[config.mk]
export PLATFORM = sky130hd
export DESIGN_NAME = rpn_front
export DESIGN_NICKNAME = d
export VERILOG_FILES = /design/src/sv/rpn_calc_pkg.sv /design/src/sv/rpn_front.sv
export SDC_FILE = /design/constraint.sdc
export NUM_CORES = 1
export LEC_CHECK = 0
export BUFFER_PORTS_ARGS = -buffer_cell sky130_fd_sc_hd__clkbuf_2
export CORE_UTILIZATION = 26
export DETAILED_ROUTE_END_ITERATION = 7
export PLACE_DENSITY = 0.4
export SETUP_SLACK_MARGIN = 0.02
export SYNTH_ARGS = -nofsm -noshare
export SYNTH_HDL_FRONTEND = slang
export SYNTH_SLANG_ARGS = --single-unit
[constraint.sdc]
create_clock -name clk -period 5.6 [get_ports clk]
set_clock_uncertainty 0.1 [all_clocks]
set_input_delay 1.12 -clock clk [delete_from_list [all_inputs] [get_ports clk]]
set_output_delay 1.12 -clock clk [all_outputs]
set_load 0.005 [all_outputs]
[src/sv/rpn_calc_pkg.sv]
// ----------------------------------------------------------------------------
// RPN calculator package
// Shared widths, command codes, result kinds and the queue word layout.
// ----------------------------------------------------------------------------
`timescale 1ns / 1ps

package rpn_calc_pkg;

  // Fixed-point format of stack values.
  localparam int VAL_W       = 48;
  localparam int FRAC_BITS   = 16;
  localparam int FRAC_DIGITS = 5;

  // Literal accumulators.
  localparam int INT_W   = VAL_W;
  localparam int FRAC_W  = (FRAC_DIGITS > 0) ? $clog2(10 ** FRAC_DIGITS) : 1;
  localparam int DIG_W   = (FRAC_DIGITS > 0) ? $clog2(FRAC_DIGITS + 1) : 1;
  localparam int SCALE_W = 30;

  // Divider geometry: dividend holds a value shifted up by the fraction bits.
  localparam int DIV_NW = VAL_W + FRAC_BITS;
  localparam int DIV_DW = VAL_W;

  // Defaults for top-level parameters.
  localparam int STACK_DEPTH_DEF = 64;
  localparam int QUEUE_DEPTH     = 4;

  // Result kinds.
  localparam logic [2:0] KIND_VALUE     = 3'd0;
  localparam logic [2:0] KIND_DIV_ZERO  = 3'd1;
  localparam logic [2:0] KIND_BAD_MOD   = 3'd2;
  localparam logic [2:0] KIND_UNKNOWN   = 3'd3;
  localparam logic [2:0] KIND_EMPTY     = 3'd4;
  localparam logic [2:0] KIND_FULL      = 3'd5;

  // Commands passed from the parser to the execution side.
  typedef enum logic [3:0] {
    CMD_NONE,
    CMD_NUM,
    CMD_ADD,
    CMD_SUB,
    CMD_MUL,
    CMD_DIV,
    CMD_MOD,
    CMD_POP,
    CMD_BAD
  } cmd_t;

  // One queue word: up to two commands caused by one character.
  // The number fields belong to the first command when it is CMD_NUM.
  typedef struct packed {
    cmd_t              cmd1;
    cmd_t              cmd2;
    logic              neg;
    logic [INT_W-1:0]  int_acc;
    logic [FRAC_W-1:0] frac_acc;
    logic [DIG_W-1:0]  digits;
  } q_word_t;

  // Parser modes.
  typedef enum logic [1:0] {
    MODE_IDLE,
    MODE_SIGN,
    MODE_INT,
    MODE_FRAC
  } mode_t;

  // Execution sequencer states.
  typedef enum logic [3:0] {
    BK_IDLE,
    BK_DISPATCH,
    BK_POPB,
    BK_GETB,
    BK_POPA,
    BK_GETA,
    BK_EXEC,
    BK_MUL,
    BK_MULEND,
    BK_DIV,
    BK_PUSH,
    BK_OUT
  } back_state_t;

endpackage

[src/sv/rpn_front.sv]
// ----------------------------------------------------------------------------
// RPN front end
// Accepts characters, tracks number literals and turns each character into
// a queue word of up to two commands.
// ----------------------------------------------------------------------------
`timescale 1ns / 1ps

module rpn_front (
  input  logic                  clk,
  input  logic                  rst_n,
  input  logic                  in_valid,
  output logic                  in_stall,
  input  logic [7:0]            in_ch,
  output logic                  q_wr,
  output rpn_calc_pkg::q_word_t q_wdata,
  input  logic                  q_full
);

  localparam logic [7:0] CH_TAB   = 8'h09;
  localparam logic [7:0] CH_NL    = 8'h0A;
  localparam logic [7:0] CH_SPACE = 8'h20;
  localparam logic [7:0] CH_PCT   = 8'h25;
  localparam logic [7:0] CH_STAR  = 8'h2A;
  localparam logic [7:0] CH_PLUS  = 8'h2B;
  localparam logic [7:0] CH_MINUS = 8'h2D;
  localparam logic [7:0] CH_DOT   = 8'h2E;
  localparam logic [7:0] CH_SLASH = 8'h2F;
  localparam logic [7:0] CH_0     = 8'h30;
  localparam logic [7:0] CH_9     = 8'h39;
  localparam logic [7:0] CH_TILDE = 8'h7E;

  localparam int IW = rpn_calc_pkg::INT_W;
  localparam int FW = rpn_calc_pkg::FRAC_W;
  localparam int DW = rpn_calc_pkg::DIG_W;
  localparam logic [IW-1:0] INT_CAP = IW'(1) << (47 - rpn_calc_pkg::FRAC_BITS);
  localparam logic [DW-1:0] DIG_MAX = DW'(rpn_calc_pkg::FRAC_DIGITS);

  rpn_calc_pkg::mode_t mode_r, mode_nxt;
  logic                neg_r, neg_nxt;
  logic [IW-1:0]       int_r, int_nxt;
  logic [FW-1:0]       frac_r, frac_nxt;
  logic [DW-1:0]       dig_r, dig_nxt;
  logic                ended_r, ended_nxt;

  logic                accept;
  logic                is_digit;
  logic [3:0]          dval;
  logic [IW+3:0]       int_mac;
  logic [FW+3:0]       frac_mac;
  rpn_calc_pkg::cmd_t  c1, c2;
  logic                act;

  assign in_stall = q_full;
  assign accept   = in_valid && !q_full;
  assign is_digit = (in_ch >= CH_0) && (in_ch <= CH_9);
  assign dval     = 4'(in_ch - CH_0);

  // Multiply-accumulate by ten for the literal digits.
  assign int_mac  = ((IW+4)'(int_r) << 3) + ((IW+4)'(int_r) << 1) + (IW+4)'(dval);
  assign frac_mac = ((FW+4)'(frac_r) << 3) + ((FW+4)'(frac_r) << 1) + (FW+4)'(dval);

  // Parser: next literal state and commands for this character.
  always_comb begin
    mode_nxt  = mode_r;
    neg_nxt   = neg_r;
    int_nxt   = int_r;
    frac_nxt  = frac_r;
    dig_nxt   = dig_r;
    ended_nxt = ended_r;
    c1        = rpn_calc_pkg::CMD_NONE;
    c2        = rpn_calc_pkg::CMD_NONE;
    act       = 1'b0;
    if (accept && !ended_r) begin
      unique case (mode_r)
        rpn_calc_pkg::MODE_SIGN: begin
          if (is_digit) begin
            mode_nxt = rpn_calc_pkg::MODE_INT;
            int_nxt  = IW'(dval);
          end else begin
            c1       = neg_r ? rpn_calc_pkg::CMD_SUB : rpn_calc_pkg::CMD_ADD;
            mode_nxt = rpn_calc_pkg::MODE_IDLE;
            neg_nxt  = 1'b0;
            act      = 1'b1;
          end
        end
        rpn_calc_pkg::MODE_INT: begin
          if (is_digit) begin
            int_nxt = (int_mac > (IW+4)'(INT_CAP)) ? INT_CAP : int_mac[IW-1:0];
          end else if (in_ch == CH_DOT) begin
            mode_nxt = rpn_calc_pkg::MODE_FRAC;
          end else begin
            c1  = rpn_calc_pkg::CMD_NUM;
            act = 1'b1;
          end
        end
        rpn_calc_pkg::MODE_FRAC: begin
          if (is_digit) begin
            if (dig_r < DIG_MAX) begin
              frac_nxt = frac_mac[FW-1:0];
              dig_nxt  = dig_r + DW'(1);
            end
          end else begin
            c1  = rpn_calc_pkg::CMD_NUM;
            act = 1'b1;
          end
        end
        default: begin
          act = 1'b1;
        end
      endcase

      // The character acts as a token of its own.
      if (act) begin
        if (c1 == rpn_calc_pkg::CMD_NUM) begin
          mode_nxt = rpn_calc_pkg::MODE_IDLE;
          neg_nxt  = 1'b0;
          int_nxt  = '0;
          frac_nxt = '0;
          dig_nxt  = '0;
        end
        priority if (in_ch == CH_SPACE || in_ch == CH_TAB) begin
          c2 = rpn_calc_pkg::CMD_NONE;
        end else if (is_digit) begin
          mode_nxt = rpn_calc_pkg::MODE_INT;
          neg_nxt  = 1'b0;
          int_nxt  = IW'(dval);
        end else if (in_ch == CH_DOT) begin
          mode_nxt = rpn_calc_pkg::MODE_FRAC;
          neg_nxt  = 1'b0;
          int_nxt  = '0;
        end else if (in_ch == CH_PLUS || in_ch == CH_MINUS) begin
          mode_nxt = rpn_calc_pkg::MODE_SIGN;
          neg_nxt  = (in_ch == CH_MINUS);
        end else if (in_ch == CH_STAR) begin
          c2 = rpn_calc_pkg::CMD_MUL;
        end else if (in_ch == CH_SLASH) begin
          c2 = rpn_calc_pkg::CMD_DIV;
        end else if (in_ch == CH_PCT) begin
          c2 = rpn_calc_pkg::CMD_MOD;
        end else if (in_ch == CH_NL) begin
          c2 = rpn_calc_pkg::CMD_POP;
        end else if (in_ch == CH_TILDE) begin
          ended_nxt = 1'b1;
        end else begin
          c2 = rpn_calc_pkg::CMD_BAD;
        end
      end
    end
  end

  // Queue word carries the literal as it stood before this character.
  always_comb begin
    q_wdata.cmd1     = c1;
    q_wdata.cmd2     = c2;
    q_wdata.neg      = neg_r;
    q_wdata.int_acc  = int_r;
    q_wdata.frac_acc = frac_r;
    q_wdata.digits   = dig_r;
    q_wr = (c1 != rpn_calc_pkg::CMD_NONE) || (c2 != rpn_calc_pkg::CMD_NONE);
  end

  // Parser state registers.
  always_ff @(posedge clk) begin
    if (!rst_n) begin
      mode_r  <= rpn_calc_pkg::MODE_IDLE;
      neg_r   <= 1'b0;
      int_r   <= '0;
      frac_r  <= '0;
      dig_r   <= '0;
      ended_r <= 1'b0;
    end else begin
      mode_r  <= mode_nxt;
      neg_r   <= neg_nxt;
      int_r   <= int_nxt;
      frac_r  <= frac_nxt;
      dig_r   <= dig_nxt;
      ended_r <= ended_nxt;
    end
  end

endmodule

== Word level (Yosys, flattened, before mapping) ==
Cells that the tools add are included.

* $add $sub $neg: 6
* Order comparisons: 4
* Eq/ne operators: 14
* Muxes and demuxes: 61
* Bitwise logic cells: 8
* Reduce and logical (&&, ||, !) cells: 12

{| class="wikitable"
|+ Operators with widths
! operator !! number
|-
| 48-bit 2-to-1 mux || 8
|-
| 48-bit case mux with 2 select lines || 1
|-
| 17-bit 2-to-1 mux || 5
|-
| 8-bit by 6-bit == test with 1-bit output (second input constant) || 7
|-
| 51-bit by 49-bit adder with 52-bit output || 1
|-
| 52-bit by 4-bit adder with 52-bit output || 1
|-
| 52-bit by 32-bit > comparator with 1-bit output (second input constant) || 1
|-
| 4-bit 2-to-1 mux || 13
|-
| 2-bit 2-to-1 mux || 10
|-
| 17-bit adder || 1
|-
| 17-bit by 4-bit adder with 17-bit output || 1
|-
| 8-bit by 4-bit == test with 1-bit output (second input constant) || 2
|-
| 1-bit 2-to-1 mux || 16
|-
| 3-bit 2-to-1 mux || 5
|-
| 11-bit AND reduction || 1
|-
| 8-bit by 7-bit == test with 1-bit output (second input constant) || 1
|-
| 8-bit by 6-bit greater-or-equal comparator with 1-bit output (second input constant) || 1
|-
| 8-bit by 6-bit less-or-equal comparator with 1-bit output (second input constant) || 1
|-
| 1-bit inverter || 8
|-
| 4-bit nonzero test || 2
|-
| 2-bit case mux with 3 select lines || 1
|-
| 2-bit == test (second input constant) || 2
|-
| 4-bit by 1-bit == test with 1-bit output (second input constant) || 1
|-
| 2-bit case mux with 2 select lines || 1
|-
| other kinds (9) || 14
|}

* Flip-flop bits (word level): 72
* Input bits: 12
* Output and inout port bits: 79
* Word-level logic and storage cells: 111

== Logic depth before layout (Yosys ltp) ==
* Word-level depth: 14
* Depth in mapped cells: 15
* Gate-level depth less buffers: 15

== Least setup slack after synthesis ==
Ideal clock, no wire load.

* Path kind: input to register
* From: input port in_ch[3]
* To: register int_r[29]
* Library setup time: 0.065 ns
* Arrival: 4.718 ns
* Required time: 5.435 ns
* Slack: 0.718 ns
* Stages on the path: 14
* Buffers on the path: 1
* Cell sequence: fa_1 fa_1 a211oi_1 o21bai_1 a21oi_1 xnor2_1 or4_1 nor4_1 nand3_1 o41ai_4 nor4b_4 buf_4 a21oi_1 nor2_1

* Longest elaborated chain between the ends: 11
* Elaborated cells on any way between the ends: 31
* Classes of those cells: add/sub: 2; order compare: 3; eq/ne: 4; mux: 20; reduce/logical: 2

{| class="wikitable"
|+ Ends and longest elaborated chain
! what !! RTL line !! source
|-
| from (decl) || rpn_front.sv:13 || <nowiki>input logic [7:0] in_ch,</nowiki>
|-
| 4-bit by 1-bit subtractor with 4-bit output, or another cell as far along || rpn_front.sv:56 || <nowiki>assign dval = 4'(in_ch - CH_0);</nowiki>
|-
| 52-bit by 4-bit adder with 52-bit output, or another cell as far along || rpn_front.sv:59 || <nowiki>assign int_mac = ((IW+4)'(int_r) << 3) + ((IW+4)'(int_r) << 1) + (IW+4)'(dval);</nowiki>
|-
| 52-bit by 32-bit > comparator with 1-bit output, or another cell as far along || rpn_front.sv:88 || <nowiki>int_nxt = (int_mac > (IW+4)'(INT_CAP)) ? INT_CAP : int_mac[IW-1:0];</nowiki>
|-
| 48-bit 2-to-1 mux / 2-bit case mux with 3 select lines (equally long branches) || rpn_front.sv:88, rpn_front.sv:74 ||
|-
| 48-bit 2-to-1 mux / 4-bit 2-to-1 mux (equally long branches) || rpn_front.sv:87, rpn_front.sv:73 ||
|-
| 48-bit case mux with 2 select lines / 4-bit by 1-bit == test with 1-bit output (equally long branches) || rpn_front.sv:74, rpn_front.sv:114 ||
|-
| 48-bit 2-to-1 mux || rpn_front.sv:114 || <nowiki>if (c1 == rpn_calc_pkg::CMD_NUM) begin</nowiki>
|-
| 48-bit 2-to-1 mux || rpn_front.sv:127 || <nowiki>end else if (in_ch == CH_DOT) begin</nowiki>
|-
| 48-bit 2-to-1 mux || rpn_front.sv:123 || <nowiki>end else if (is_digit) begin</nowiki>
|-
| 48-bit 2-to-1 mux || rpn_front.sv:121 || <nowiki>priority if (in_ch == CH_SPACE || in_ch == CH_TAB) begin</nowiki>
|-
| 48-bit 2-to-1 mux * || rpn_front.sv:113 || <nowiki>if (act) begin</nowiki>
|-
| to (signal assigned) || rpn_front.sv:174 || <nowiki>int_r <= int_nxt;</nowiki>
|-
| to (decl) || rpn_front.sv:40 || <nowiki>logic [IW-1:0] int_r, int_nxt;</nowiki>
|}

Every way passes the cells marked *; elsewhere a longest branch is shown, timed or not. The select of a mux whose other input is x is not followed.
A chain may end at the register's enable or synchronous reset.

== Worst setup path in the final report ==
* From: input port in_ch[3]
* To: register int_r[5]

Same word-level chain as after synthesis.

==> reports/qor.yml <==
netSwitchingPower_mw: 0.3510
grtUsageTotal_pct: 18.06
antenna_left: 0
firstDrtPassIters: 6
min_period_over_period_pct: 90.32
synth.cell_area_sq_um: 8314
grt_pass1_wl_um: 46800
swShare_pct: 26.19
cts.htree.levels: 3
pwr-share-clk_pct: 52.8
power-per-cell-area_nw_per_um2: 140.5
yosys-top-cells-count: "ha_1, nand2_1, a21oi_1, nor2_1, dfxtp_1"
insertion_delay_ns: 0.36
overflow: 0
cts.sinks: 72
seqPwrFrac_pct: 38.7
core_area_sq_um: 31470
critical-path-slowest-cell: "fa_1"
antenna_cells: 0
cts_made_buffers: 9
synth-main-ff-cell: "dfxtp_1"
drc_errors: 0
post_cts_resized: 0
intPower_mw: 0.9891
fin_setup_tns_ns: 0
root_buffer: "clkbuf_16"
start_util_pct: 26.42
num_vias: 8537
report.final.hold_viol_count: 0
seq_area_frac_synth_pct: 17.34
worstSetupEndpointType: "flop"
grt_setup_unrepaired: "false"
max_slew_margin_pct: 44.70
port_buffers: 88
die-area_sq_um: 32700
finalSetupViolations: 0
cts_tree: "done"
clock_path_buffers: 2
area_growth_pct: 14.75
drtIter0Drc: 575
maxSlewViolCount: 0
fin_crit_ns: 5.058
yosysWarnings: 0
crit_path_start_kind: "input pin"
synthTopCellsByArea: "ha_1, dfxtp_1, a21oi_1, nand2_1, nor2_1"
tightest_slew_ns: 0.8219
crit_arrival_ns: 5.25
max_stage_delay_ns: 0.53
outcome: "complete, no violations"
cts.clk_slew.worst_paths_ns: 0.07
detail_route.wl_per_cell_um: 18.74
antenna_found_initial: 0
synthArstFlopShare_pct: 0
die_y_um: 180.8
worstSetupPathType: "input pin to flop"
maxCapViolations: 0
yosys.area.top_type: "ha_1"
grt_pass1_vias: 8001
synth.most_common_cell: "ha_1"
ir_worst_vdd_mv: 0.1456
cp_max_fo: 14
place.gp.congestion: 0.8637
p_leak_nw: 4.399
worstPathRequired_ns: 5.79
hold_buffers: 0
path_cells: "clkbuf_2 -> fa_1 -> ha_1 -> a21oi_1 -> o22ai_1 -> a211oi_1 -> a21oi_1 -> o41a_1 -> or4_1 -> a211oi_1 -> nand4_1 -> nor2_2 -> buf_4 -> a32oi_1 -> nor2_1"
synth.top_cell.area_share_pct: 19.41
syn_inst: 1117
fmax_mhz: 197.7
vias_per_cell: 5.383
synth_enable_flop_cells: 0
rows: 65
routed_wl_um: 29730
synth_cell_type_count: 72
fin_nets: 1324
hpwl_um: 23150
cts_setup_buffers: 0
grt_max_degree: 34
io_pins: 91
die_width_um: 180.8
synth-seq-cells: 72
drive_above_1_share_pct: 11.82
holdWs_ns: 0.4031
syn_area_per_cell_sq_um: 7.443
hold_path_class: "flop to flop"
combPwrFrac_pct: 8.5
==> layout by cell type, fill, tap and decap left out, types with 17 or more instances in the layout <==
cell type / Yosys / final
nand2_1: 120 / 120
xor2_1: 20 / 20
nand4_1: 29 / 29
o21ai_0: 65 / 65
nor2b_1: 28 / 28
and2_1: 25 / 25
a22oi_1: 21 / 21
clkbuf_2: 0 / 88
nor2_1: 101 / 100
a21oi_1: 110 / 109
inv_1: 28 / 28
ha_1: 129 / 129
o21ai_1: 17 / 17
nand3_1: 18 / 18
xnor2_1: 26 / 26
o21a_1: 17 / 17
a32oi_1: 20 / 20
nor3_1: 19 / 19
buf_4: 5 / 22
dfxtp_1: 72 / 72
==> layer usage <==
metal | track usage, % | vias to the layer above | routed length (um)
met4 | 3.863 | 0 | 455
met1 | 24.50 | 4020 | 14350
met3 | 2.459 | 29 | 943
met2 | 30.21 | 194 | 13980
met5 | 0 | - | 0
li1 | - | 4294 | -
==> stage by stage <==
step | cell area [sq um] | total power [mW] | setup slack (ns) | utilization (%) | cells
after floorplan | 8318 | 0.6050 | 0.7177 | - | 1118
after global placement | 9195 | 0.6448 | 0.2365 | 29.21 | 1570
after detailed placement | 9195 | 0.6434 | 0.1574 | 29.21 | 1570
after CTS | 9540 | 1.357 | 0.5367 | 30.31 | 1586
after global routing | 9540 | 1.390 | 0.2213 | 30.31 | 1586
final | 9540 | 1.340 | 0.5420 | 30.31 | 1586
==> final timing paths <==
kind         startpoint       end  slack [ns]  cells after the start
max            in_ch[3]  int_r[5]        0.54                     15
min             ended_r   ended_r        0.40                      1
max reg2reg    int_r[0]  int_r[5]        0.93                     14
min reg2reg     ended_r   ended_r        0.40                      1
==> area by class of cell <==
type                            instances  area (sq um)
Timing Repair Buffer                  111         625.6
Fill cell                            3442         21930
Inverter                               28         105.1
Clock buffer                            9         225.2
Clock inverter                          7         120.1
Multi-Input combinational cell        957          6520
Sequential cell                        72          1441
Tap cell                              402         503.0
==> worst max-delay path: cells and delay by family <==
kind	cells	cell delay, ns
compound gates	7	1.61
fa+ha+maj	2	0.87
buf+inv	2	0.42
simple gates	4	1.22
==> power by group through the flow <==
stage          Combinational, mW  Clock [mW]  Sequential, mW
2_1_floorplan             0.0766           0           0.528
6_report                   0.114       0.708           0.518
3_5_place_dp               0.114           0           0.530
4_1_cts                    0.114       0.725           0.518
5_1_grt                    0.126       0.746           0.518
3_3_place_gp               0.115           0           0.530
==> logic make-up (layout without fill, tap and decap cells) <==
family | after synthesis | count (layout) | share of synthesized area [%]
AOI/OAI and AO/OA | 358 | 358 | 27.63
xor gates and xnor gates | 46 | 46 | 4.846
adders and majority gates | 133 | 133 | 20.38
buffers and inverters | 89 | 155 | 4.364
DFF | 72 | 72 | 17.34
muxes | 9 | 9 | 1.129
other | 1 | 2 | 0.04510
and+or+nand+nor | 409 | 409 | 24.27
==> flip-flops by register name, summed over array words and instances, names as in the netlist <==
signal and cells:
ended_r 1, mode_r 2, neg_r 1, frac_r 17, int_r 48, dig_r 3
Power figures use the tool's default switching activity.
