--- config.mk ---
export PLATFORM = sky130hd
export DESIGN_NAME = rpn_fifo
export DESIGN_NICKNAME = d
export VERILOG_FILES = /design/src/sv/rpn_calc_pkg.sv /design/src/sv/rpn_fifo.sv
export SDC_FILE = /design/constraint.sdc
export NUM_CORES = 1
export LEC_CHECK = 0
export CAP_MARGIN = 20
export CORE_MARGIN = 5
export CORE_UTILIZATION = 60
export CTS_BUF_LIST = sky130_fd_sc_hd__clkbuf_4 sky130_fd_sc_hd__clkbuf_8
export DETAILED_ROUTE_END_ITERATION = 8
export DONT_BUFFER_PORTS = 1
export GPL_TIMING_DRIVEN = 0
export PLACE_DENSITY = 0.82
export SLEW_MARGIN = 30
export SYNTH_ARGS = -nofsm -noshare
export SYNTH_HDL_FRONTEND = slang
export SYNTH_SLANG_ARGS = --single-unit
--- constraint.sdc ---
create_clock -name clk -period 6.25 [get_ports clk]
set_clock_uncertainty 0.1 [all_clocks]
set_input_delay 0.3125 -clock clk [delete_from_list [all_inputs] [get_ports clk]]
set_output_delay 0.3125 -clock clk [all_outputs]
set_load 0.005 [all_outputs]
--- src/sv/rpn_calc_pkg.sv ---
// ----------------------------------------------------------------------------
// RPN calculator package
// Shared widths, command codes, result kinds and the queue word layout.
// ----------------------------------------------------------------------------
`timescale 1ns / 1ps

package rpn_calc_pkg;

  // Fixed-point format of stack values.
  localparam int VAL_W       = 48;
  localparam int FRAC_BITS   = 16;
  localparam int FRAC_DIGITS = 5;

  // Literal accumulators.
  localparam int INT_W   = VAL_W;
  localparam int FRAC_W  = (FRAC_DIGITS > 0) ? $clog2(10 ** FRAC_DIGITS) : 1;
  localparam int DIG_W   = (FRAC_DIGITS > 0) ? $clog2(FRAC_DIGITS + 1) : 1;
  localparam int SCALE_W = 30;

  // Divider geometry: dividend holds a value shifted up by the fraction bits.
  localparam int DIV_NW = VAL_W + FRAC_BITS;
  localparam int DIV_DW = VAL_W;

  // Defaults for top-level parameters.
  localparam int STACK_DEPTH_DEF = 64;
  localparam int QUEUE_DEPTH     = 4;

  // Result kinds.
  localparam logic [2:0] KIND_VALUE     = 3'd0;
  localparam logic [2:0] KIND_DIV_ZERO  = 3'd1;
  localparam logic [2:0] KIND_BAD_MOD   = 3'd2;
  localparam logic [2:0] KIND_UNKNOWN   = 3'd3;
  localparam logic [2:0] KIND_EMPTY     = 3'd4;
  localparam logic [2:0] KIND_FULL      = 3'd5;

  // Commands passed from the parser to the execution side.
  typedef enum logic [3:0] {
    CMD_NONE,
    CMD_NUM,
    CMD_ADD,
    CMD_SUB,
    CMD_MUL,
    CMD_DIV,
    CMD_MOD,
    CMD_POP,
    CMD_BAD
  } cmd_t;

  // One queue word: up to two commands caused by one character.
  // The number fields belong to the first command when it is CMD_NUM.
  typedef struct packed {
    cmd_t              cmd1;
    cmd_t              cmd2;
    logic              neg;
    logic [INT_W-1:0]  int_acc;
    logic [FRAC_W-1:0] frac_acc;
    logic [DIG_W-1:0]  digits;
  } q_word_t;

  // Parser modes.
  typedef enum logic [1:0] {
    MODE_IDLE,
    MODE_SIGN,
    MODE_INT,
    MODE_FRAC
  } mode_t;

  // Execution sequencer states.
  typedef enum logic [3:0] {
    BK_IDLE,
    BK_DISPATCH,
    BK_POPB,
    BK_GETB,
    BK_POPA,
    BK_GETA,
    BK_EXEC,
    BK_MUL,
    BK_MULEND,
    BK_DIV,
    BK_PUSH,
    BK_OUT
  } back_state_t;

endpackage

--- src/sv/rpn_fifo.sv ---
// ----------------------------------------------------------------------------
// RPN command queue
// Small first-in first-out queue of command words between the two halves.
// ----------------------------------------------------------------------------
`timescale 1ns / 1ps

module rpn_fifo #(
  parameter int DEPTH = rpn_calc_pkg::QUEUE_DEPTH
) (
  input  logic                  clk,
  input  logic                  rst_n,
  input  logic                  wr,
  input  rpn_calc_pkg::q_word_t wdata,
  output logic                  full,
  input  logic                  rd,
  output logic                  avail,
  output rpn_calc_pkg::q_word_t rdata
);

  localparam int AW = (DEPTH > 1) ? $clog2(DEPTH) : 1;
  localparam int CW = $clog2(DEPTH + 1);

  rpn_calc_pkg::q_word_t mem_r [DEPTH];
  logic [AW-1:0]         wp_r, wp_nxt;
  logic [AW-1:0]         rp_r, rp_nxt;
  logic [CW-1:0]         cnt_r, cnt_nxt;
  logic                  do_wr, do_rd;

  assign full  = (cnt_r == CW'(DEPTH));
  assign avail = (cnt_r != '0);
  assign rdata = mem_r[rp_r];
  assign do_wr = wr && !full;
  assign do_rd = rd && avail;

  // Pointer and fill count update.
  always_comb begin
    wp_nxt  = wp_r;
    rp_nxt  = rp_r;
    cnt_nxt = cnt_r;
    if (do_wr) begin
      wp_nxt = (wp_r == AW'(DEPTH - 1)) ? '0 : wp_r + AW'(1);
    end
    if (do_rd) begin
      rp_nxt = (rp_r == AW'(DEPTH - 1)) ? '0 : rp_r + AW'(1);
    end
    if (do_wr && !do_rd) begin
      cnt_nxt = cnt_r + CW'(1);
    end else if (do_rd && !do_wr) begin
      cnt_nxt = cnt_r - CW'(1);
    end
  end

  always_ff @(posedge clk) begin
    if (!rst_n) begin
      wp_r  <= '0;
      rp_r  <= '0;
      cnt_r <= '0;
    end else begin
      wp_r  <= wp_nxt;
      rp_r  <= rp_nxt;
      cnt_r <= cnt_nxt;
    end
  end

  // Storage words.
  always_ff @(posedge clk) begin
    if (do_wr) begin
      mem_r[wp_r] <= wdata;
    end
  end

endmodule

# Yosys cells after proc, flatten, opt, wreduce, memory -nomap -nowiden
# Memory sizes are Yosys's and may differ from the RTL's. A register that Yosys moved wholly into a read port is not among the register bits.
# Index checks and enable logic that the tools add are counted.
# totals
ram_bits	308
reg_bits	7
memories	1
# classes
n_mux	8
n_eq_ne	3
add_sub_neg	4
n_reduce_logical	9
# memory_table
name	words	width	rd	rd_ports_with_merged_regs	wr	line	text
mem_r	4	77	1	1	1	rpn_fifo.sv:23	rpn_calc_pkg::q_word_t mem_r [DEPTH];
# op_table
operator	n
2-bit two-way mux	4
3-bit two-way mux	2
2-bit by 1-bit adder with 2-bit output (second input constant)	2
2-bit == test (second input constant)	2
1-bit logical AND	4
3-bit by 1-bit adder with 3-bit output (second input constant)	1
3-bit == test (second input constant)	1
1-bit logical NOT	3
3-bit nonzero test	1
3-bit by 1-bit subtractor with 3-bit output (second input constant)	1
1-bit two-way mux	2
2-bit nonzero test	1

# Logic depth before layout (Yosys ltp)
# Gate-level depths: netlist of run 1.
# depth
depth_word	7
mapped_depth	9
mapped_depth_nobuf	8

# Worst setup path after synthesis of run 1
# OpenSTA, ideal clock, no wires.
# synth_timing
path_kind	reg2reg
from	register cnt_r[0]
to	memory mem_r[0][0] (netlist bit), enable pin
setup_slack_ns	3.032
arrival_time_ns	2.675
synth_period_minus_slack_ns	3.218
stages_incl_launch_ff	5
n_path_buf	1
setup_ns	0.444
required_time_ns	5.706
cell_sequence	dfxtp_1 -> nor3b_1 -> nor2b_1 -> clkbuf_1 -> and2_1
# synth_between
elab_chain_len	5
# synth_lines
item	line	text
start, declared	rpn_fifo.sv:26	logic [CW-1:0] cnt_r, cnt_nxt;
start signal, assigned	rpn_fifo.sv:61	cnt_r <= cnt_nxt;
3-bit == test	rpn_fifo.sv:29	assign full = (cnt_r == CW'(DEPTH));
net full	rpn_fifo.sv:14	output logic full,
1-bit logical NOT	rpn_fifo.sv:32	assign do_wr = wr && !full;
1-bit logical AND	rpn_fifo.sv:32	
net do_wr	rpn_fifo.sv:27	logic do_wr, do_rd;
1-bit two-way mux	rpn_fifo.sv:67	if (do_wr) begin
1-bit two-way mux (implied by the code)	rpn_fifo.sv:68	mem_r[wp_r] <= wdata;
end, declared	rpn_fifo.sv:23	
# The timed path passes the listed nets, and every way through them passes these cells.

# Worst setup path in the final report of run 1
# layout_timing
from	register cnt_r[0]
to	register cnt_r[2]
# layout_between
elab_chain_len	6
word_cells_on_any_way	14
# layout_lines
item	line	text
3-bit == test *	rpn_fifo.sv:29	
net full	rpn_fifo.sv:14	
1-bit logical NOT *	rpn_fifo.sv:32	
1-bit logical AND *	rpn_fifo.sv:32	
net do_wr	rpn_fifo.sv:27	
1-bit logical NOT	rpn_fifo.sv:48	end else if (do_rd && !do_wr) begin
1-bit logical AND	rpn_fifo.sv:48	
2-bit nonzero test (no line)	-	
# The timed path passes the listed nets; every way through them passes the cells marked *. The select of a mux whose other input is x is not followed.
# A chain may end at the register's enable or synchronous reset.

==> flow_summary.yaml, run 1 <==
clock_network:
  numCtsBuffers: 48
  cts_tree: "yes"
  clk_pin_slew_ns: 0.06
  clock_path_buffers: 3
  ctsHoldBuffers: 80
  post_cts_resize_count: 0
  post_cts_buffers: 0
  cts-root-buf: "clkbuf_8"
  clk_latency_ns: 0.54
  htree_levels: 2
  clock_sinks: 317
finish:
  fin_util_pct: 71.3
  nets: 676
  diodes: 0
  synthToLayoutAreaGrowth_pct: 18.2
  layout.cells.non_filler: 886
  drive_above_1_share_pct: 27.5
drt:
  ant_nets: 0
  routedWlPerCell_um: 23.7
  drt-vias-per-instance: 5.69
  wirelength_um: 21000
  vias: 5041
  drc: 0
  drtIter0Drc: 256
  dr.pass1.iters: 4
timing:
  finalSetupViolations: 0
  tightest_slew_ns: 0.635
  setup-tns-final_ns: 0
  maxSlewHeadroom_pct: 57.3
  fin_crit_ns: 2.53
  post-route-period-util_pct: 40.4
  finalMaxSlewViolations: 0
  max_freq_mhz: 396
  final-hold-violation-count: 0
  rsz0062_at_grt: "false"
  fin_ws_ns: 3.72
die:
  ios: 160
  die_w_um: 149
  fp.dieArea_um2: 22300
  start_util_pct: 60.3
  placementRows: 51
  core_area_um2: 19300
  die_h_um: 149
placed_design:
  place_hpwl_um: 12100
  portBuffers: 0
  gpl.final_weighted_congestion: 0.726
  dp_slack_ns: 3.77
  place_inst: 723
setup_path:
  crit_fanout: 7
  cp.required_ns: 6.62
  critPathLaunchType: "flip-flop"
  critical_path_class: "flip-flop to flip-flop"
  critPathArrivalTime_ns: 2.89
  endpoint_kind: "flip-flop"
  rrSetupSlack_ns: 3.72
global_routing:
  grt_start_max_net_pins: 40
  grt-ovfl-total: 0
  grt_use_total_pct: 19.5
  grt_pass1_wl_um: 32600
  antenna_found_initial: 2
  grt_pass1_vias: 5591
synthesis:
  ys_seq_elements: 317
  synth_nets: 542
  netlist_instances: 454
  yosysSeqAreaShare_pct: 81.1
  ys_warn_count: 0
  synth_cell_types: 24
  syn_area_per_cell_um2: 25.6
  syn-cell-area_um2: 11600
power_and_ir_drop:
  power.density_cell_area_nw_per_um2: 381
  total_power_mw: 5.23
  power.leakage_nw: 4.38
  peakVddDrop_mv: 0.259
run_status:
  status: "finished, final reports clean"
run:
  drv_cap: 0
hold_path:
  min_path_type: "input pin to flip-flop"
[path summary, 6_finish.rpt]
kind            start  endpoint  depth (start not counted)
min reg2reg   wp_r[1]   wp_r[1]                          2
max reg2reg  cnt_r[0]  cnt_r[2]                          9
min             rst_n   wp_r[0]                          3
max          cnt_r[0]  cnt_r[2]                          9
[logic make-up after synthesis]
| kind of cell | count (synthesis) | synth area share [%] |
|---|---|---|
| muxes | 80 | 15.2 |
| AOI/OAI and AO/OA | 5 | 0.258 |
| and+or+nand+nor | 20 | 0.894 |
| adders and majority gates | 7 | 0.818 |
| DFF | 317 | 81.1 |
| buffers and inverters | 23 | 1.55 |
| xor gates and xnor gates | 2 | 0.151 |
[report_power, final]
part,total [mW],switching [mW],internal (mW)
sequential,2.65,0.0630,2.59
clock,1.55,0.720,0.833
combinational,1.02,0.522,0.502
total,5.23,1.31,3.92
[state kept, by name, summed over array words and instances, names as in the netlist, named ones only]
register	cells
cnt_r	3
mem_r	308
rp_r	2
wp_r	2
[layer usage]
layer  routed length (um)  GRT usage, %  vias to the layer above
li1                     -             -                     2210
met1                 8000          25.2                     2607
met2                10900          32.2                      191
met3                 1870          6.90                       29
met4                  268          4.99                        4
met5                   19             0                        -
[layout make-up]
cell class,count,area (um^2)
clock buffers,66,808
plain buffers,20,169
well taps,265,332
multi-input cells,114,2020
clock inverters,17,78.8
inverters,3,11.3
fillers,1121,5530
repair buffers,84,888
flip-flops and latches,317,9430
[Yosys cell counts, drive strengths merged]
| library cell | n | area [um^2] |
|---|---|---|
| xnor2 | 1 | 8.76 |
| edfxtp | 308 | 9250 |
| nor2 | 2 | 7.51 |
| and2 | 5 | 31.3 |
| dfxtp | 9 | 180 |
| nand3 | 2 | 10.0 |
| nand2 | 6 | 22.5 |
| mux4 | 77 | 1730 |
| mux2i | 3 | 30.0 |
| xor2 | 1 | 8.76 |
| a21boi | 1 | 7.51 |
| o21ai | 3 | 15.0 |
| inv | 3 | 11.3 |
| o31ai | 1 | 7.51 |
| fa | 1 | 20.0 |
| buf | 14 | 146 |
| clkbuf | 6 | 22.5 |
| nor3b | 1 | 7.51 |
| ha | 6 | 75.1 |
| nor2b | 2 | 12.5 |
| or3 | 2 | 12.5 |
[worst max-delay path, cell delays in order (launching register included)]
cell and delay (ns):
dfxtp_1 0.44, nor3b_1 0.12, nor2b_1 0.14, clkbuf_1 0.32, ha_1 0.26, inv_1 0.07, fa_1 0.37, xor2_1 0.18
or3_1 0.30, a21boi_0 0.15
[cells in the final DEF, fill, tap and decap left out, types with 2 or more instances in the layout]
| cell type | instances |
|---|---|
| inv_1 | 3 |
| clkinv_1 | 11 |
| edfxtp_1 | 308 |
| dlygate4sd3_1 | 80 |
| dfxtp_1 | 9 |
| clkbuf_8 | 50 |
| buf_12 | 7 |
| nor2b_1 | 2 |
| nor2_1 | 2 |
| o21ai_0 | 3 |
| nand3_1 | 2 |
| clkinv_2 | 3 |
| ha_1 | 6 |
| clkbuf_4 | 16 |
| buf_4 | 4 |
| clkbuf_1 | 6 |
| mux2i_1 | 3 |
| or3_1 | 2 |
| buf_2 | 5 |
| clkinvlp_4 | 3 |
| and2_4 | 4 |
| mux4_2 | 77 |
| nand2_1 | 6 |
[metrics by stage]
| stage | area (um^2) | hold slack, ns |
|---|---|---|
| after floorplan | 11600 | 0.311 |
| after global placement | 12000 | 0.312 |
| after detailed placement | 12000 | 0.312 |
| after CTS | 13700 | 0.0500 |
| after global routing | 13700 | 0.106 |
| final | 13700 | 0.103 |
Power figures use the tool's default switching activity.
==> run 2: changes to the inputs <==
--- a/config.mk
+++ b/config.mk
@@ -5,14 +5,15 @@
 export SDC_FILE = /design/constraint.sdc
 export NUM_CORES = 1
 export LEC_CHECK = 0
+export ABC_AREA = 1
 export CAP_MARGIN = 20
 export CORE_MARGIN = 5
-export CORE_UTILIZATION = 60
+export CORE_UTILIZATION = 59
 export CTS_BUF_LIST = sky130_fd_sc_hd__clkbuf_4 sky130_fd_sc_hd__clkbuf_8
 export DETAILED_ROUTE_END_ITERATION = 8
 export DONT_BUFFER_PORTS = 1
 export GPL_TIMING_DRIVEN = 0
-export PLACE_DENSITY = 0.82
+export PLACE_DENSITY = 0.84
 export SLEW_MARGIN = 30
 export SYNTH_ARGS = -nofsm -noshare
 export SYNTH_HDL_FRONTEND = slang
==> constraint.sdc (replaced) <==
create_clock -name clk -period 2.1 [get_ports clk]
set_clock_uncertainty 0.1 [all_clocks]
set_input_delay 0.105 -clock clk [delete_from_list [all_inputs] [get_ports clk]]
set_output_delay 0.105 -clock clk [all_outputs]
set_load 0.005 [all_outputs]
==> run 2 against run 1 <==
  * Sequential power rose to 3.0 times the previous value
  * Final area rose by 7.4%
  * Flip-flop and latch count did not move
  * Die area rose by 3.9%
  * Utilization rose by 2.3 points
  * Fmax rose by 26%
  * Clock power rose to 3.3 times the previous value
  * Highest routed layer unchanged
==> flow_summary.yaml, run 2 <==
hold_path:
  min_path_type: "input pin to flip-flop"
synthesis:
  ys_seq_elements: 317
  synth_edf_count: 308
  synth_top_area_share_pct: 77.7
  netlist_instances: 815
  syn-cell-area_um2: 11900
  synthSimpleGateAreaFrac_pct: 6.02
  synth_ff_type: "edfxtp_1"
  synthTopCellsByCount: "edfxtp_1, nor2_1, o21ai_0, o22ai_1, inv_1"
  yosysSeqAreaShare_pct: 79.2
  synth.area.top_cells: "edfxtp_1, o21ai_0, nor2_1, o22ai_1, dfxtp_1"
  synth_xor_area_share_pct: 0
  ys_warn_count: 0
  synth_cell_types: 24
  yosys.area.top_type: "edfxtp_1"
  async_flop_share_pct: 0
  syn_area_per_cell_um2: 14.6
  synth_most_common_cell: "edfxtp_1"
  synthAdderAreaFrac_pct: 0.798
  synth_top_family_by_area: "compound AO/OA/AOI/OAI gates"
  synth_nets: 903
  synthMuxAreaShare_pct: 0
  synth_compound_area_share_pct: 10.7
die:
  die_w_um: 152
  start_util_pct: 59.4
  ios: 160
  core_area_um2: 20000
  die_h_um: 152
  placementRows: 52
  fp.dieArea_um2: 23100
timing:
  rsz0062_at_grt: "true"
  finalSetupViolations: 0
  maxSlewHeadroom_pct: 67.4
  final-hold-violation-count: 0
  finalMaxSlewViolations: 0
  fin_crit_ns: 2.00
  max_freq_mhz: 499
  post-route-period-util_pct: 95.5
  tightest_slew_ns: 0.489
drt:
  vias: 7504
  wirelength_um: 28300
  drc: 0
  dr.pass1.iters: 5
  routedWlPerCell_um: 22.2
  drt-vias-per-instance: 5.89
  drtIter0Drc: 524
  ant_nets: 0
placed_design:
  gpl.final_weighted_congestion: 0.729
  placed_cell_area_um2: 12700
  portBuffers: 0
  place_hpwl_um: 16000
clock_network:
  htree_levels: 2
  clock_sinks: 317
  cts_tree: "yes"
  clock_path_buffers: 3
  numCtsBuffers: 48
  cts-root-buf: "clkbuf_8"
  clk_pin_slew_ns: 0.06
  clk_latency_ns: 0.54
finish:
  largestRegisters: "mem_r: 308 flops, cnt_r: 3 flops"
  fin_util_pct: 73.6
  final_area_um2: 14800
  n_fill_cell: 1209
  largest_reg_flops: 308
  final_common_cell: "edfxtp_1"
  synthToLayoutAreaGrowth_pct: 23.9
  drive_above_1_share_pct: 18.0
  largest_register: "mem_r"
  final_cell_mix: "edfxtp_1, nor2_1, o21ai_0"
  nets: 1053
  diodes: 0
global_routing:
  grt_start_max_net_pins: 23
  antenna_found_initial: 1
  grt-ovfl-total: 0
  grt_pass1_wl_um: 42500
  grt_pass1_vias: 7575
  grt_use_total_pct: 23.5
run:
  drv_cap: 0
setup_path:
  critPathArrivalTime_ns: 2.16
  critical_path_class: "flip-flop to flip-flop"
  crit_fanout: 21
  critPathLaunchType: "flip-flop"
  cp.required_ns: 2.25
  endpoint_kind: "flip-flop"
power_and_ir_drop:
  power.leakage_nw: 5.08
  peakVddDrop_mv: 0.777
  power.density_cell_area_nw_per_um2: 1190
run_status:
  status: "finished, final reports clean"
run 2: kinds of logic (layout without fill, tap and decap cells):
kind of cell               Yosys count  after routing
and+or+nand+nor                    189            189
DFF                                317            317
buffers and inverters               67            256
adders and majority gates            7              7
AOI/OAI and AO/OA                  235            235
run 2: repair_timing:
item                                    in CTS  in global routing
endpoints found under the setup margin      71                 61
setup buffers                                1                  2
gates resized for setup                     17                 37
hold endpoints to repair                   366                  0
hold buffers                                81                  0
pin swaps                                    0                  3
run 2: metrics by stage:
step	hold WS (ns)	total power, mW	setup WS, ns	setup TNS [ns]	instances
global route	0.122	18.5	-0.0417	-0.0679	1274
detailed placement	0.104	12.1	0.147	0	1101
floorplan	0.104	10.6	-0.186	-52.17	815
CTS	0.122	17.4	0.00193	0	1272
global placement	0.104	11.7	-1.03	-304.05	1085
finish	0.163	17.6	0.0951	0	1274
run 2: path summary, 6_finish.rpt:
path,startpoint,endpoint,slack [ns],cells after the start
max,cnt_r[1],mem_r[3][51],0.1,7
min,wdata[28],mem_r[0][28],0.16,1
max reg2reg,cnt_r[1],mem_r[3][51],0.1,7
min reg2reg,cnt_r[0],cnt_r[0],0.44,2
run 2: power by group:
group          switching [mW]  leakage, nW  internal (mW)  total (mW)
registers               0.207         2.90           7.71        7.91
logic                    3.04         1.67           1.60        4.64
clock network            2.25        0.517           2.82        5.06
total                    5.50         5.08           12.1        17.6
run 2: critical path, cell delays in order, from the launching register on:
cell     delay [ns]
dfxtp_2        0.37
nor2_2         0.06
nand2_2        0.12
nand2_4        0.09
buf_4          0.17
nor2_4         0.36
buf_16         0.23
buf_16         0.19
run 2: area by class of cell:
type	count	area (um^2)	share of cell area, %
inverters	18	75.1	0.509
plain buffers	49	348	2.36
repair buffers	100	1270	8.63
flip-flops and latches	317	9440	63.9
multi-input cells	431	2300	15.6
clock inverters	22	145	0.984
clock buffers	67	835	5.66
well taps	270	338	2.29
run 2: routing by layer:
metal	wire length [um]	part of all wire (%)	vias to the layer above	track usage, %
met5	7	0.025	-	0
li1	-	-	3375	-
met4	561	2.0	2	6.64
met3	2450	8.7	53	6.31
met1	10300	36	3696	28.8
met2	15000	53	378	41.4
==> run 3: changes to the inputs <==
--- a/config.mk
+++ b/config.mk
@@ -8,12 +8,11 @@
 export ABC_AREA = 1
 export CAP_MARGIN = 20
 export CORE_MARGIN = 5
-export CORE_UTILIZATION = 59
+export CORE_UTILIZATION = 42
 export CTS_BUF_LIST = sky130_fd_sc_hd__clkbuf_4 sky130_fd_sc_hd__clkbuf_8
 export DETAILED_ROUTE_END_ITERATION = 8
 export DONT_BUFFER_PORTS = 1
-export GPL_TIMING_DRIVEN = 0
-export PLACE_DENSITY = 0.84
+export PLACE_DENSITY = 0.65
 export SLEW_MARGIN = 30
 export SYNTH_ARGS = -nofsm -noshare
 export SYNTH_HDL_FRONTEND = slang
==> run 3 against run 2 <==
  * Combinational power decreased by 16%
  * Via count fell by 8.5%
  * Register-to-register slack better by 0.05 ns
  * Setup slack worse by 0.012 ns
  * Clock power is 3% lower
  * Total power shrank 5.3%
  * Worst hold slack got worse by 0.0044 ns
  * Global-route usage down 8.4 points
  * Largest cell class unchanged
==> flow_summary.yaml, run 3 (same netlist as run 2, synthesis figures left out) <==
global_routing:
  antenna_found_initial: 2
  grt-ovfl-total: 0
  grt_pass1_wl_um: 37300
  grt_use_total_pct: 15.1
  grt_pass1_vias: 6888
  grt_start_max_net_pins: 79
placed_design:
  placed_cell_area_um2: 12400
  portBuffers: 0
  dp_slack_ns: 0.106
  gpl.final_weighted_congestion: 0.733
  place_hpwl_um: 13200
finish:
  final_area_um2: 14200
  final_cell_mix: "edfxtp_1, nor2_1, o21ai_0"
  final_common_cell: "edfxtp_1"
  largest_register: "mem_r"
  synthToLayoutAreaGrowth_pct: 19.3
  drive_above_1_share_pct: 11.8
  largestRegisters: "mem_r: 308 flops, cnt_r: 3 flops"
  nets: 1008
  largest_reg_flops: 308
die:
  fp.dieArea_um2: 31800
  die_h_um: 178
  ios: 160
  placementRows: 61
  start_util_pct: 42.8
  core_area_um2: 27900
  die_w_um: 178
clock_network:
  clk_pin_slew_ns: 0.06
  htree_levels: 2
  clk_latency_ns: 0.55
  numCtsBuffers: 50
  clock_path_buffers: 3
  cts-root-buf: "clkbuf_8"
  post_cts_buffers: 0
  cts_tree: "yes"
  clock_sinks: 317
timing:
  fin_ws_ns: 0.0836
  final-hold-violation-count: 0
  finalSetupViolations: 0
  rsz0062_at_grt: "true"
  tightest_slew_ns: 0.431
  fin_crit_ns: 2.02
  max_freq_mhz: 496
  post-route-period-util_pct: 96.0
  maxSlewHeadroom_pct: 71.3
  setup-tns-final_ns: 0
  finalMaxSlewViolations: 0
setup_path:
  crit_chain: "inv_8 > buf_12 > o21ai_0 > o22ai_1"
  critPathLaunchType: "flip-flop"
  endpoint_kind: "primary output"
  max_stage_delay_ns: 0.38
  crit_path_top_delay_cell: "dfxtp_4"
  critPathArrivalTime_ns: 1.81
  critical_path_class: "flip-flop to primary output"
  r2r_start: "cnt_r[1]"
  rrSetupSlack_ns: 0.15
  crit_fanout: 48
  cp.required_ns: 1.89
drt:
  routedWlPerCell_um: 18.4
  dr.pass1.iters: 5
  vias: 6865
  wirelength_um: 24500
  drtIter0Drc: 345
  ant_nets: 0
  drc: 0
  drt-vias-per-instance: 5.16
power_and_ir_drop:
  power.density_cell_area_nw_per_um2: 1170
  peakVddDrop_mv: 0.713
  power.leakage_nw: 4.71
hold_path:
  timing.hold.worst.start: "wdata[59]"
  min_path_type: "input pin to flip-flop"
run:
  drv_cap: 0
run_status:
  status: "finished, final reports clean"
## run 3: cell types whose count changed in the layout (fill, tap and decap cells not counted), sizes merged
| cell | previous run | this run |
|---|---|---|
| diode | 0 | 4 |
| clkinv | 19 | 9 |
| buf | 45 | 21 |
| inv | 19 | 18 |
| clkinvlp | 0 | 2 |
| clkbuf | 90 | 67 |
## run 3: where the power goes
part	switching (mW)	internal, mW	leakage [nW]	total, mW
sequential	0.183	7.71	2.90	7.89
clock	2.17	2.74	0.488	4.91
combinational	2.67	1.21	1.33	3.88
total	5.02	11.7	4.71	16.7
## run 3: layout make-up
type,count,area [um^2]
diodes,4,10.0
fillers,2343,13700
clock buffers,67,816
inverters,18,76.3
clock inverters,13,116
multi-input cells,431,2150
well taps,378,473
repair buffers,102,1130
flip-flops and latches,317,9440
## run 3: per-layer routing
| layer | global-route usage, % | vias to the layer above | part of all wire, % |
|---|---|---|---|
| li1 | - | 3269 | - |
| met1 | 18.7 | 3345 | 42 |
| met2 | 25.5 | 205 | 48 |
| met3 | 4.81 | 46 | 7.9 |
| met4 | 4.35 | 0 | 2.0 |
| met5 | 0 | - | 0 |
## run 3: worst paths after layout
path                  end  cells past startpoint
max reg2reg      cnt_r[2]                     12
min          mem_r[3][59]                      1
min reg2reg      cnt_r[0]                      2
max             rdata[45]                      4
## run 3: timing repair
action,CTS,global route
gates resized for setup,1,4
cloned,0,0
setup endpoints to repair,15,20
endpoints found under the hold margin,317,0
hold buffers,81,0
## run 3: worst max-delay path: cells and delay by family, from the launching register on
family | cells | cell delay, ns
DFF | 1 | 0.38
buffers and inverters | 2 | 0.49
AOI/OAI and AO/OA | 2 | 0.35
## run 3: through the flow
step                instances  power [mW]  hold WS [ns]  utilization (%)
floorplan                 815        10.6         0.104                -
CTS                      1326        16.9         0.108             50.9
global placement         1165        11.7         0.104             44.6
detailed placement       1165        11.8         0.104             44.6
global route             1328        17.7         0.127             51.0
finish                   1330        16.7         0.159             51.0
